--- src/rtl/lmst_pkg.sv ---
// Shared types, constants and mask helpers for the LED matrix slide transition.
// Used by the row cells, the output cells and the top level; no dependencies.
package lmst_pkg;

    localparam int unsigned NUM_ROWS  = 10;
    localparam int unsigned ROW_W     = 16;
    localparam int unsigned ROW_IDX_W = 4;
    localparam int unsigned CNT_W     = 6;

    localparam logic [1:0] CMD_LOAD  = 2'd0;
    localparam logic [1:0] CMD_START = 2'd1;
    localparam logic [1:0] CMD_STEP  = 2'd2;

    localparam logic [1:0] PHASE_OUT  = 2'd0;
    localparam logic [1:0] PHASE_IN   = 2'd1;
    localparam logic [1:0] PHASE_DONE = 2'd2;

    localparam logic [CNT_W-1:0] COUNT_MAX        = 6'd63;
    localparam logic [CNT_W-1:0] RISE_START       = 6'd22;
    localparam logic [CNT_W-1:0] PHASE_IN_AFTER   = 6'd20;
    localparam logic [CNT_W-1:0] PHASE_DONE_AFTER = 6'd41;
    localparam logic [CNT_W-1:0] MAX_COLS         = 6'd12;

    // step index plus count, offset so that the rising column is sum - RISE_COL_BASE
    localparam logic [6:0] RISE_COL_BASE = 7'd31;
    localparam logic [6:0] RISE_COL_LAST = 7'd42;

    typedef struct packed {
        logic             load_shf;
        logic             shift;
        logic             upd;
        logic             slide;
        logic [ROW_W-1:0] mask;
    } cell_ctl_t;

    function automatic logic [ROW_W-1:0] col_mask(input logic [3:0] col);
        return 16'h8000 >> col;
    endfunction

    function automatic logic [ROW_W-1:0] lead_mask(input logic [3:0] ncols);
        return ~(16'hFFFF >> ncols);
    endfunction

endpackage

--- src/rtl/lmst_row_cell.sv ---
// One display row: shown row, target row and a working copy of the target row
// that shifts down the chain during a step. Depends on lmst_pkg.
module lmst_row_cell import lmst_pkg::*; (
    input  logic             aclk,
    input  logic             aresetn,
    input  logic             load_en,
    input  logic [ROW_W-1:0] old_row,
    input  logic [ROW_W-1:0] new_row,
    input  cell_ctl_t        ctl,
    input  logic [ROW_W-1:0] above_shown,
    input  logic [ROW_W-1:0] above_shf,
    output logic [ROW_W-1:0] shown_q,
    output logic [ROW_W-1:0] shown_nx,
    output logic [ROW_W-1:0] shf_q
);

    logic [ROW_W-1:0] shown_reg;
    logic [ROW_W-1:0] target_reg;
    logic [ROW_W-1:0] shf_reg;
    logic [ROW_W-1:0] shown_next;
    logic [ROW_W-1:0] src;

    assign src = ctl.slide ? above_shown : shf_reg;

    always_comb begin
        shown_next = shown_reg;
        if (load_en) begin
            shown_next = old_row;
        end else if (ctl.upd) begin
            shown_next = (shown_reg & ~ctl.mask) | (src & ctl.mask);
        end
    end

    always_ff @(posedge aclk) begin
        if (!aresetn) begin
            shown_reg  <= '0;
            target_reg <= '0;
        end else begin
            shown_reg <= shown_next;
            if (load_en) begin
                target_reg <= new_row;
            end
        end
    end

    always_ff @(posedge aclk) begin
        if (ctl.load_shf) begin
            shf_reg <= target_reg;
        end else if (ctl.shift) begin
            shf_reg <= above_shf;
        end
    end

    assign shown_q  = shown_reg;
    assign shown_nx = shown_next;
    assign shf_q    = shf_reg;

endmodule

--- src/rtl/lmst_tx_cell.sv ---
// One stage of the output row buffer: loads a finished row, then shifts toward
// the output port on each accepted result. Depends on lmst_pkg.
module lmst_tx_cell import lmst_pkg::*; (
    input  logic             aclk,
    input  logic             load,
    input  logic             shift,
    input  logic [ROW_W-1:0] load_val,
    input  logic [ROW_W-1:0] next_val,
    output logic [ROW_W-1:0] q
);

    logic [ROW_W-1:0] row_reg;

    always_ff @(posedge aclk) begin
        if (load) begin
            row_reg <= load_val;
        end else if (shift) begin
            row_reg <= next_val;
        end
    end

    assign q = row_reg;

endmodule

--- src/rtl/led_matrix_slide_transition.sv ---
// Top level of the LED matrix slide transition: step control, row cell chain
// and output row buffer. Depends on lmst_pkg, lmst_row_cell and lmst_tx_cell.
//
// Input requests arrive on s_tvalid/s_tready with the command in s_tuser.
// A load request writes one row of the outgoing and incoming frames and
// produces no result. A start or step request advances the step count and
// runs an update pass through the chain of ten row cells, one position of
// the shifting incoming frame at a time; the input accepts again once the
// pass is over and the finished frame has been handed to the output buffer.
// The finished frame is copied into a ten-stage output buffer and leaves as
// ten results on m_tvalid/m_tready, rows 0 to 9, m_tlast on row 9. The next
// step request can be taken and computed while the buffer drains.
// If the receiver stalls, the buffer holds; a finished step waits until the
// buffer has been emptied, and the input stays closed until then.
// Reset (aresetn low, synchronous) clears both frames, the step count and
// all pending results.
module led_matrix_slide_transition import lmst_pkg::*; (
    input  logic        aclk,
    input  logic        aresetn,
    input  logic        s_tvalid,
    output logic        s_tready,
    input  logic [39:0] s_tdata,   // row_select[3:0], old_row[19:4], new_row[35:20]
    input  logic [1:0]  s_tuser,   // cmd[1:0]
    output logic        m_tvalid,
    input  logic        m_tready,
    output logic [23:0] m_tdata,   // row_number[3:0], row_pixels[19:4], phase[21:20]
    output logic        m_tlast
);

    typedef enum logic [1:0] {ST_IDLE, ST_RUN, ST_HOLD} state_t;

    state_t                 state_reg;
    logic [3:0]             pos_reg;
    logic [CNT_W-1:0]       count_reg;
    logic [1:0]             phase_reg;
    logic [3:0]             out_cnt_reg;

    logic [1:0]             in_cmd;
    logic [ROW_IDX_W-1:0]   in_row;
    logic [ROW_W-1:0]       in_old;
    logic [ROW_W-1:0]       in_new;
    logic                   s_accept;
    logic                   is_step;
    logic [CNT_W-1:0]       count_base;
    logic [CNT_W-1:0]       count_next;
    logic                   out_pop;
    logic                   out_free;
    logic                   run_last;
    logic                   handoff;
    logic [6:0]             rise_sum;
    logic                   rise_ok;
    logic [3:0]             rise_col;
    logic [3:0]             slide_cols;
    logic                   in_slide;
    logic [1:0]             phase_now;
    logic [ROW_IDX_W-1:0]   row_number;
    cell_ctl_t              ctl;

    logic [ROW_W-1:0]       shown_q    [NUM_ROWS];
    logic [ROW_W-1:0]       shown_nx   [NUM_ROWS];
    logic [ROW_W-1:0]       shf_q      [NUM_ROWS];
    logic [ROW_W-1:0]       above_shown[NUM_ROWS];
    logic [ROW_W-1:0]       above_shf  [NUM_ROWS];
    logic [ROW_W-1:0]       tx_q       [NUM_ROWS];
    logic [ROW_W-1:0]       tx_next    [NUM_ROWS];

    assign in_cmd = s_tuser;
    assign in_row = s_tdata[3:0];
    assign in_old = s_tdata[19:4];
    assign in_new = s_tdata[35:20];

    assign s_tready = (state_reg == ST_IDLE);
    assign s_accept = s_tvalid && s_tready;
    assign is_step  = s_accept && (in_cmd == CMD_START || in_cmd == CMD_STEP);

    assign count_base = (in_cmd == CMD_START) ? '0 : count_reg;
    assign count_next = (count_base == COUNT_MAX) ? count_base : count_base + 6'd1;

    assign out_pop  = m_tvalid && m_tready;
    assign out_free = (out_cnt_reg == 4'd0) || (out_cnt_reg == 4'd1 && m_tready);
    assign run_last = (state_reg == ST_RUN) && (pos_reg == 4'(NUM_ROWS - 1));
    assign handoff  = (run_last || state_reg == ST_HOLD) && out_free;

    // rising column for this cycle of the step
    assign rise_sum   = {3'd0, pos_reg} + {1'b0, count_reg};
    assign rise_ok    = (count_reg >= RISE_START) && (rise_sum >= RISE_COL_BASE)
                        && (rise_sum <= RISE_COL_LAST);
    assign rise_col   = 4'(rise_sum - RISE_COL_BASE);
    assign in_slide   = (count_reg < RISE_START);
    assign slide_cols = (count_reg < MAX_COLS) ? count_reg[3:0] : MAX_COLS[3:0];

    always_comb begin
        ctl.load_shf = is_step;
        ctl.shift    = (state_reg == ST_RUN);
        ctl.slide    = in_slide;
        ctl.upd      = (state_reg == ST_RUN)
                       && (in_slide ? (pos_reg == 4'd0) : rise_ok);
        ctl.mask     = in_slide ? lead_mask(slide_cols) : col_mask(rise_col);
    end

    always_comb begin
        if (count_reg > PHASE_DONE_AFTER) begin
            phase_now = PHASE_DONE;
        end else if (count_reg > PHASE_IN_AFTER) begin
            phase_now = PHASE_IN;
        end else begin
            phase_now = PHASE_OUT;
        end
    end

    for (genvar r = 0; r < NUM_ROWS; r++) begin : g_rows
        if (r == 0) begin : g_top
            assign above_shown[r] = '0;
            assign above_shf[r]   = '0;
        end else begin : g_inner
            assign above_shown[r] = shown_q[r-1];
            assign above_shf[r]   = shf_q[r-1];
        end

        if (r == NUM_ROWS - 1) begin : g_tx_end
            assign tx_next[r] = '0;
        end else begin : g_tx_mid
            assign tx_next[r] = tx_q[r+1];
        end

        lmst_row_cell u_row (
            .aclk        (aclk),
            .aresetn     (aresetn),
            .load_en     (s_accept && in_cmd == CMD_LOAD && in_row == ROW_IDX_W'(r)),
            .old_row     (in_old),
            .new_row     (in_new),
            .ctl         (ctl),
            .above_shown (above_shown[r]),
            .above_shf   (above_shf[r]),
            .shown_q     (shown_q[r]),
            .shown_nx    (shown_nx[r]),
            .shf_q       (shf_q[r])
        );

        lmst_tx_cell u_tx (
            .aclk     (aclk),
            .load     (handoff),
            .shift    (out_pop),
            .load_val (shown_nx[r]),
            .next_val (tx_next[r]),
            .q        (tx_q[r])
        );
    end

    always_ff @(posedge aclk) begin
        if (!aresetn) begin
            state_reg   <= ST_IDLE;
            pos_reg     <= '0;
            count_reg   <= '0;
            phase_reg   <= PHASE_OUT;
            out_cnt_reg <= '0;
        end else begin
            case (state_reg)
                ST_IDLE: begin
                    if (is_step) begin
                        count_reg <= count_next;
                        pos_reg   <= '0;
                        state_reg <= ST_RUN;
                    end
                end
                ST_RUN: begin
                    pos_reg <= pos_reg + 4'd1;
                    if (run_last) begin
                        state_reg <= handoff ? ST_IDLE : ST_HOLD;
                    end
                end
                ST_HOLD: begin
                    if (handoff) begin
                        state_reg <= ST_IDLE;
                    end
                end
                default: begin
                    state_reg <= ST_IDLE;
                end
            endcase

            if (handoff) begin
                out_cnt_reg <= 4'(NUM_ROWS);
                phase_reg   <= phase_now;
            end else if (out_pop) begin
                out_cnt_reg <= out_cnt_reg - 4'd1;
            end
        end
    end

    assign row_number = 4'(NUM_ROWS) - out_cnt_reg;
    assign m_tvalid   = (out_cnt_reg != 4'd0);
    assign m_tlast    = (out_cnt_reg == 4'd1);
    assign m_tdata    = {2'd0, phase_reg, tx_q[0], row_number};

    a_out_cnt_range: assert property (@(posedge aclk) disable iff (!aresetn)
        out_cnt_reg <= 4'(NUM_ROWS))
        else $error("output row count out of range");

    a_step_starts_run: assert property (@(posedge aclk) disable iff (!aresetn)
        is_step |=> (state_reg == ST_RUN && pos_reg == 4'd0 && count_reg != '0))
        else $error("step did not start an update run");

    a_burst_starts_row0: assert property (@(posedge aclk) disable iff (!aresetn)
        $rose(m_tvalid) |-> (m_tdata[3:0] == 4'd0))
        else $error("result burst does not start at row zero");

    a_handoff_empty: assert property (@(posedge aclk) disable iff (!aresetn)
        handoff |=> (out_cnt_reg == 4'(NUM_ROWS) && state_reg == ST_IDLE))
        else $error("frame handoff left control inconsistent");

endmodule

--- config.mk ---
export PLATFORM = sky130hd
export DESIGN_NAME = led_matrix_slide_transition
export DESIGN_NICKNAME = d
export VERILOG_FILES = /design/src/rtl/lmst_pkg.sv /design/src/rtl/lmst_row_cell.sv /design/src/rtl/lmst_tx_cell.sv /design/src/rtl/led_matrix_slide_transition.sv
export SDC_FILE = /design/constraint.sdc
export NUM_CORES = 1
export LEC_CHECK = 0
export ABC_AREA = 1
export BUFFER_PORTS_ARGS = -buffer_cell sky130_fd_sc_hd__buf_2
export CAP_MARGIN = 20
export CELL_PAD_IN_SITES_DETAIL_PLACEMENT = 1
export CELL_PAD_IN_SITES_GLOBAL_PLACEMENT = 2
export CORE_UTILIZATION = 30
export DETAILED_ROUTE_END_ITERATION = 6
export PLACE_DENSITY_LB_ADDON = 0.08
export SETUP_SLACK_MARGIN = 0.2
export SYNTH_ARGS = -nofsm -noshare
export SYNTH_HDL_FRONTEND = slang
export SYNTH_HIERARCHICAL = 1
export SYNTH_SLANG_ARGS = --single-unit
--- constraint.sdc ---
create_clock -name aclk -period 7.6 [get_ports aclk]
set_input_delay 2.28 -clock aclk [delete_from_list [all_inputs] [get_ports aclk]]
set_output_delay 2.28 -clock aclk [all_outputs]
set_load 0.03 [all_outputs]
==> results of run 1 <==
==> kinds of logic after synthesis <==
logic type      count (synthesis)  share of synthesized area, %
compound gates                372                         5.452
fa+ha+maj                      15                        0.5563
simple gates                 2729                         32.61
xor+xnor                        3                        0.1284
other cells                     1                       0.01069
buf+inv                      1101                         14.57
flops                         658                         46.67
==> area by class of cell <==
cell class / count / area, um^2
inverter: 902 / 3478
sequential: 658 / 16380
clock buffer: 119 / 2459
multi-input combinational: 3169 / 13880
clock inverter: 35 / 297.8
timing repair buffer: 97 / 615.6
tap: 1524 / 1907
fill: 14330 / 77040
==> worst max-delay path, cell delays in order, from the launching register on <==
cell and delay [ps]:
dfxtp_1 480, ha_1 260, inv_1 70, fa_1 570, nor2_2 180, inv_2 90, nor2_8 160, inv_2 50
nor2_2 140, nand2_1 70, nand2_1 60, nand3_1 100, a21oi_4 650, buf_12 570, nand2_1 170, a21oi_1 180
nand2_1 70, nand2_1 120, inv_1 60, nand2_1 60, nand2_1 70
==> metrics by stage <==
stage / instance area [um^2] / utilization [%] / worst slack (ps) / total power [uW] / instances
after floorplan: 35270 / - / 3559 / 5853 / 4928
after global placement: 36250 / 31.24 / 2233 / 6654 / 6350
after detailed placement: 36250 / 31.24 / 2192 / 6668 / 6350
after CTS: 39010 / 33.62 / 2901 / 10800 / 6504
after global routing: 39010 / 33.62 / 2535 / 11120 / 6504
final: 39010 / 33.62 / 2872 / 10610 / 6504
==> cells in the final DEF, fill, tap and decap left out, types with 50 or more instances in the layout <==
| cell | Yosys | final |
|---|---|---|
| nand2_2 | 245 | 245 |
| dfxtp_1 | 338 | 338 |
| clkbuf_16 | 0 | 88 |
| nand2_1 | 1574 | 1574 |
| buf_2 | 74 | 65 |
| edfxtp_1 | 320 | 320 |
| nor2_1 | 660 | 654 |
| a21oi_1 | 180 | 179 |
| o21ai_0 | 170 | 170 |
| conb_1 | 1 | 50 |
| inv_1 | 858 | 857 |
| nand3_1 | 156 | 156 |
==> layer usage <==
metal	GRT usage (%)	up-vias	share of wire [%]
met2	33.67	434	43
met1	33.47	13900	51
met4	4.480	0	1.5
met5	0	-	0
met3	2.546	120	4.2
li1	-	14650	-
==> worst paths after layout <==
path                      from                   to  slack (ps)  cells after the start
setup / recovery    pos_reg[0]  g_rows[7].u_tx/q[3]        2870                     20
hold / removal    phase_reg[0]         phase_reg[0]         480                      2
setup reg to reg    pos_reg[0]  g_rows[7].u_tx/q[3]        2870                     20
hold reg to reg   phase_reg[0]         phase_reg[0]         480                      2
==> report_power, final <==
part           leakage [uW]  internal, uW  switching (uW)
Clock               0.00135          2410            1650
Sequential          0.00577          4440             227
Combinational        0.0130           409            1470
==> results.py, run 1 <==
metrics = {
    "routing": {
        "wl_um": 130200,
        "drcViolationCount": 0,
        "dr.first_iter.drc_count": 1850,
        "antenna_left": 0,
        "wl_per_cell_um": 20.02,
        "drt_pass1_iterations": 5,
        "vias": 29110,
        "vias_per_cell": 4.475,
    },
    "clock_network": {
        "cts_resized": 0,
        "cts_tree": "built",
        "numCtsBuffers": 84,
        "cts_buffer_depth": 3,
        "clock_latency_ps": 660,
        "cts_setup_buffers": 0,
        "clock_sinks": 658,
        "cts_hold_buf": 0,
        "root_buffer": "clkbuf_16",
        "path_clk_slew_ps": 60,
        "htree_levels": 3,
    },
    "timing": {
        "clock_skew_ps": 29.97,
        "period_minus_slack_ps": 4728,
        "fmax_ghz": 0.2115,
        "rsz0062_at_grt": "false",
        "finalSetupViolCount": 0,
        "setup-tns-final_ps": 0,
        "tightest_slew_ps": 1111,
        "fin_crit_sh_pct": 62.21,
        "finalHoldWorstSlack_ps": 477.5,
        "relSlewSlack_pct": 25.93,
        "finalHoldViolations": 0,
        "report.final.slew_viol_count": 0,
    },
    "synth": {
        "synth_edf_count": 320,
        "syn_area_um2": 35090,
        "synth_top_cell_by_area": "edfxtp_1",
        "yosysMostFrequentCell": "nand2_1",
        "ys.flop_type": "dfxtp_1",
        "ys_seq_elements": 658,
        "async_flop_share_pct": 0,
        "yosys_warnings": 6,
        "synth_cell_types": 48,
        "synth_area_leaders": "edfxtp_1, dfxtp_1, nand2_1",
        "postSynthCellCount": 4879,
        "ys_seq_area_share_pct": 46.67,
        "synth_commonest_cells": "nand2_1, inv_1, nor2_1",
        "synth.top_cell.area_share_pct": 27.39,
        "syn_avg_cell_area_um2": 7.192,
    },
    "floorplan": {
        "die_y_um": 344.0,
        "start_util_pct": 30.24,
        "rows": 125,
        "die-area_um2": 118300,
        "die-width_um": 344.0,
        "io_pins": 73,
        "coreArea_um2": 116000,
    },
    "power_and_ir_drop": {
        "peakVddDrop_mv": 0.1392,
        "power_density_nw_per_um2": 271.9,
        "p_leak_uw": 0.02009,
    },
    "critical_path": {
        "cp.required_ps": 8000,
        "setup.worst_path.end_class": "flop",
        "path_class": "reg -> reg",
        "cp.arrival_ps": 5130,
        "path_max_fanout": 122,
        "worstSetupStartpointType": "flop",
    },
    "global_route": {
        "grt_pass1_vias": 29500,
        "overflow": 0,
        "grt_pass1_wl_um": 192800,
        "grt_max_degree": 128,
        "grtUsageTotal_pct": 22.15,
        "antenna_found_initial": 4,
    },
    "layout": {
        "drive_gt1_share_pct": 11.99,
        "area_growth_pct": 11.18,
        "antenna_cells": 0,
        "fin_nets": 4973,
    },
    "place": {
        "hpwl_um": 94120,
        "io_buffers": 66,
        "place_congestion": 0.8099,
    },
    "run": {
        "maxCapViolCount": 0,
    },
    "min_path": {
        "hold_path.class": "reg -> reg",
    },
    "status": {
        "status": "complete, no violations",
    },
}
(Power assumes the default switching activity.)
==> run 2, diff against run 1 <==
==> constraint.sdc (replaced) <==
create_clock -name aclk -period 4.3 [get_ports aclk]
set_input_delay 1.29 -clock aclk [delete_from_list [all_inputs] [get_ports aclk]]
set_output_delay 1.29 -clock aclk [all_outputs]
set_load 0.03 [all_outputs]
==> run 2 against run 1 <==
Net effect: cell count is 0.95% higher; clock-buffer cell count grew 8; critical path type unchanged; largest cell class unchanged; critical endpoint is now g_rows[9].u_tx/q[13]; design area is 1.0% higher.
==> results.py, run 2 (synthesis results as in run 1) <==
metrics = {
    "status": {
        "status": "complete, no violations",
    },
    "routing": {
        "dr.first_iter.drc_count": 1884,
        "wl_per_cell_um": 20.14,
        "drt_pass1_iterations": 5,
        "vias_per_cell": 4.463,
        "antenna_left": 0,
        "wl_um": 132300,
        "drcViolationCount": 0,
        "vias": 29310,
    },
    "floorplan": {
        "rows": 125,
        "start_util_pct": 30.24,
        "die_y_um": 344.0,
        "coreArea_um2": 116000,
        "die-width_um": 344.0,
        "io_pins": 73,
        "die-area_um2": 118300,
    },
    "place": {
        "io_buffers": 66,
        "place_congestion": 0.8066,
        "hpwl_um": 97410,
        "dpl.cell_count": 6406,
        "place_area_um2": 36730,
    },
    "timing": {
        "fin_crit_sh_pct": 88.15,
        "tightest_slew_ps": 865.0,
        "report.final.slew_viol_count": 0,
        "setup-tns-final_ps": 0,
        "period_minus_slack_ps": 3790,
        "finalSetupViolCount": 0,
        "relSlewSlack_pct": 42.34,
        "clock_skew_ps": 14.64,
        "finalHoldWorstSlack_ps": 478.4,
        "fmax_ghz": 0.2638,
        "finalHoldViolations": 0,
        "rsz0062_at_grt": "false",
    },
    "critical_path": {
        "cp.arrival_ps": 4200,
        "timing.rr.start": "pos_reg[0]",
        "cp.required_ps": 4710,
        "r2r_cells": 21,
        "worstSetupStartpointType": "flop",
        "max_stage_delay_ps": 540,
        "crit_buf_inv": 6,
        "setup.worst_path.end_class": "flop",
        "cp_common_cell": "nand2_1",
        "path_class": "reg -> reg",
        "r2r_end": "g_rows[9].u_tx/q[13]",
        "critPathTopFamily": "simple AND/OR/NAND/NOR gates",
        "crit_chain": "ha_1 > inv_1 > fa_1 > nor2_2 > inv_2 > nor2_8 > inv_2 > nor2_2 > nand2_1 > nand2_1 > nand3_1 > a21oi_4 > buf_12 > buf_16 > nand2_1 > a21oi_1 > nand2_1 > nand2_2 > inv_1 > nand2_1 > nand2_1",
        "path_max_fanout": 36,
        "critical-path-slowest-cell": "fa_1",
        "reg2reg_slack_ps": 510,
    },
    "layout": {
        "n_fill_cell": 14530,
        "seq_area_um2": 16380,
        "drive_gt1_share_pct": 12.68,
        "multi_input_area_um2": 13870,
        "final_cell_count_no_fill": 6566,
        "final_common_cell": "nand2_1",
        "area_growth_pct": 12.34,
        "fin_nets": 5031,
        "stdcell_area_um2": 39420,
        "post-route-util_pct": 33.97,
        "final_cell_mix": "nand2_1, inv_1, nor2_1",
    },
    "global_route": {
        "grt_pass1_vias": 29200,
        "overflow": 0,
        "grt_max_degree": 123,
        "grtUsageTotal_pct": 22.32,
        "grt_pass1_wl_um": 193800,
        "antenna_found_initial": 2,
    },
    "power_and_ir_drop": {
        "peakVddDrop_mv": 0.2859,
        "p_comb_share_pct": 18.4,
        "clkPwrFrac_pct": 37.3,
        "switching_power_uw": 5939,
        "swShare_pct": 31.84,
        "pwr-share-seq_pct": 44.4,
        "power_density_nw_per_um2": 473.2,
        "power.internal_uw": 12710,
        "p_leak_uw": 0.02035,
    },
    "clock_network": {
        "clock_sinks": 658,
        "clock_latency_ps": 650,
        "path_clk_slew_ps": 60,
        "cts_tree": "built",
        "numCtsBuffers": 84,
        "htree_levels": 3,
        "cts_hold_buf": 0,
        "cts_buffer_depth": 3,
        "root_buffer": "clkbuf_16",
    },
    "min_path": {
        "hold_end": "phase_reg[0]",
        "min_from": "phase_reg[0]",
        "whs_path_depth": 2,
        "hold_path.class": "reg -> reg",
    },
    "run": {
        "maxCapViolCount": 0,
    },
}
[run 2: cell count changes in the layout (fill, tap and decap cells not counted), sizes merged]
cell / change
clkbuf: +9
clkinv: +1
buf: +57
clkinvlp: -3
diode: +2
inv: -1
bufinv: -3
[run 2: worst max-delay path by stage]
stage | start | endpoint | slack (ps) | cells past startpoint
6_report | pos_reg[0] | g_rows[9].u_tx/q[13] | 510 | 21
5_1_grt | pos_reg[0] | g_rows[6].u_tx/q[13] | 250 | 21
4_1_cts | pos_reg[0] | g_rows[3].u_tx/q[13] | 410 | 21
3_5_place_dp | pos_reg[0] | g_rows[2].u_tx/q[12] | 440 | 21
3_3_place_gp | pos_reg[0] | g_rows[2].u_tx/q[6] | 440 | 21
2_1_floorplan | pos_reg[0] | g_rows[0].u_tx/q[13] | 670 | 21
[run 2: power by group through the flow]
stage / registers [uW] / logic (uW) / clock network, uW
2_1_floorplan: 8300 / 2050 / 0
3_3_place_gp: 8410 / 3470 / 0
3_5_place_dp: 8410 / 3490 / 0
4_1_cts: 8290 / 3500 / 7170
5_1_grt: 8360 / 3780 / 7380
6_report: 8270 / 3430 / 6950
[run 2: metrics by stage]
stage	setup WS (ps)	power, uW
detailed placement	440.2	11900
finish	509.6	18650
global placement	439.4	11880
CTS	412.9	18960
global route	248.9	19520
floorplan	670.9	10340
[run 2: tightest hold or removal path: stages (launching register included)]
cell,delay [ps]
dfxtp_1,310
nand2_1,60
a21oi_1,60
[run 2: final cells by class]
type	count	share of cell area [%]
clock buffer	127	6.221
antenna	2	0.01270
tap	1524	4.837
sequential	658	41.54
inverter	902	8.824
clock inverter	29	0.4634
multi-input combinational	3169	35.19
timing repair buffer	155	2.907
[run 2: routing by layer]
layer	vias up	track usage, %	wire length (um)
met5	-	0	0
met4	0	4.572	1957
met3	129	2.282	4200
met2	366	33.47	56440
met1	14010	34.28	69650
li1	14800	-	-
[run 2: repair_timing]
item,in CTS,in global routing
setup buffers,0,1
setup endpoints to repair,0,7
endpoints found under the hold margin,0,0
resized for setup,0,3
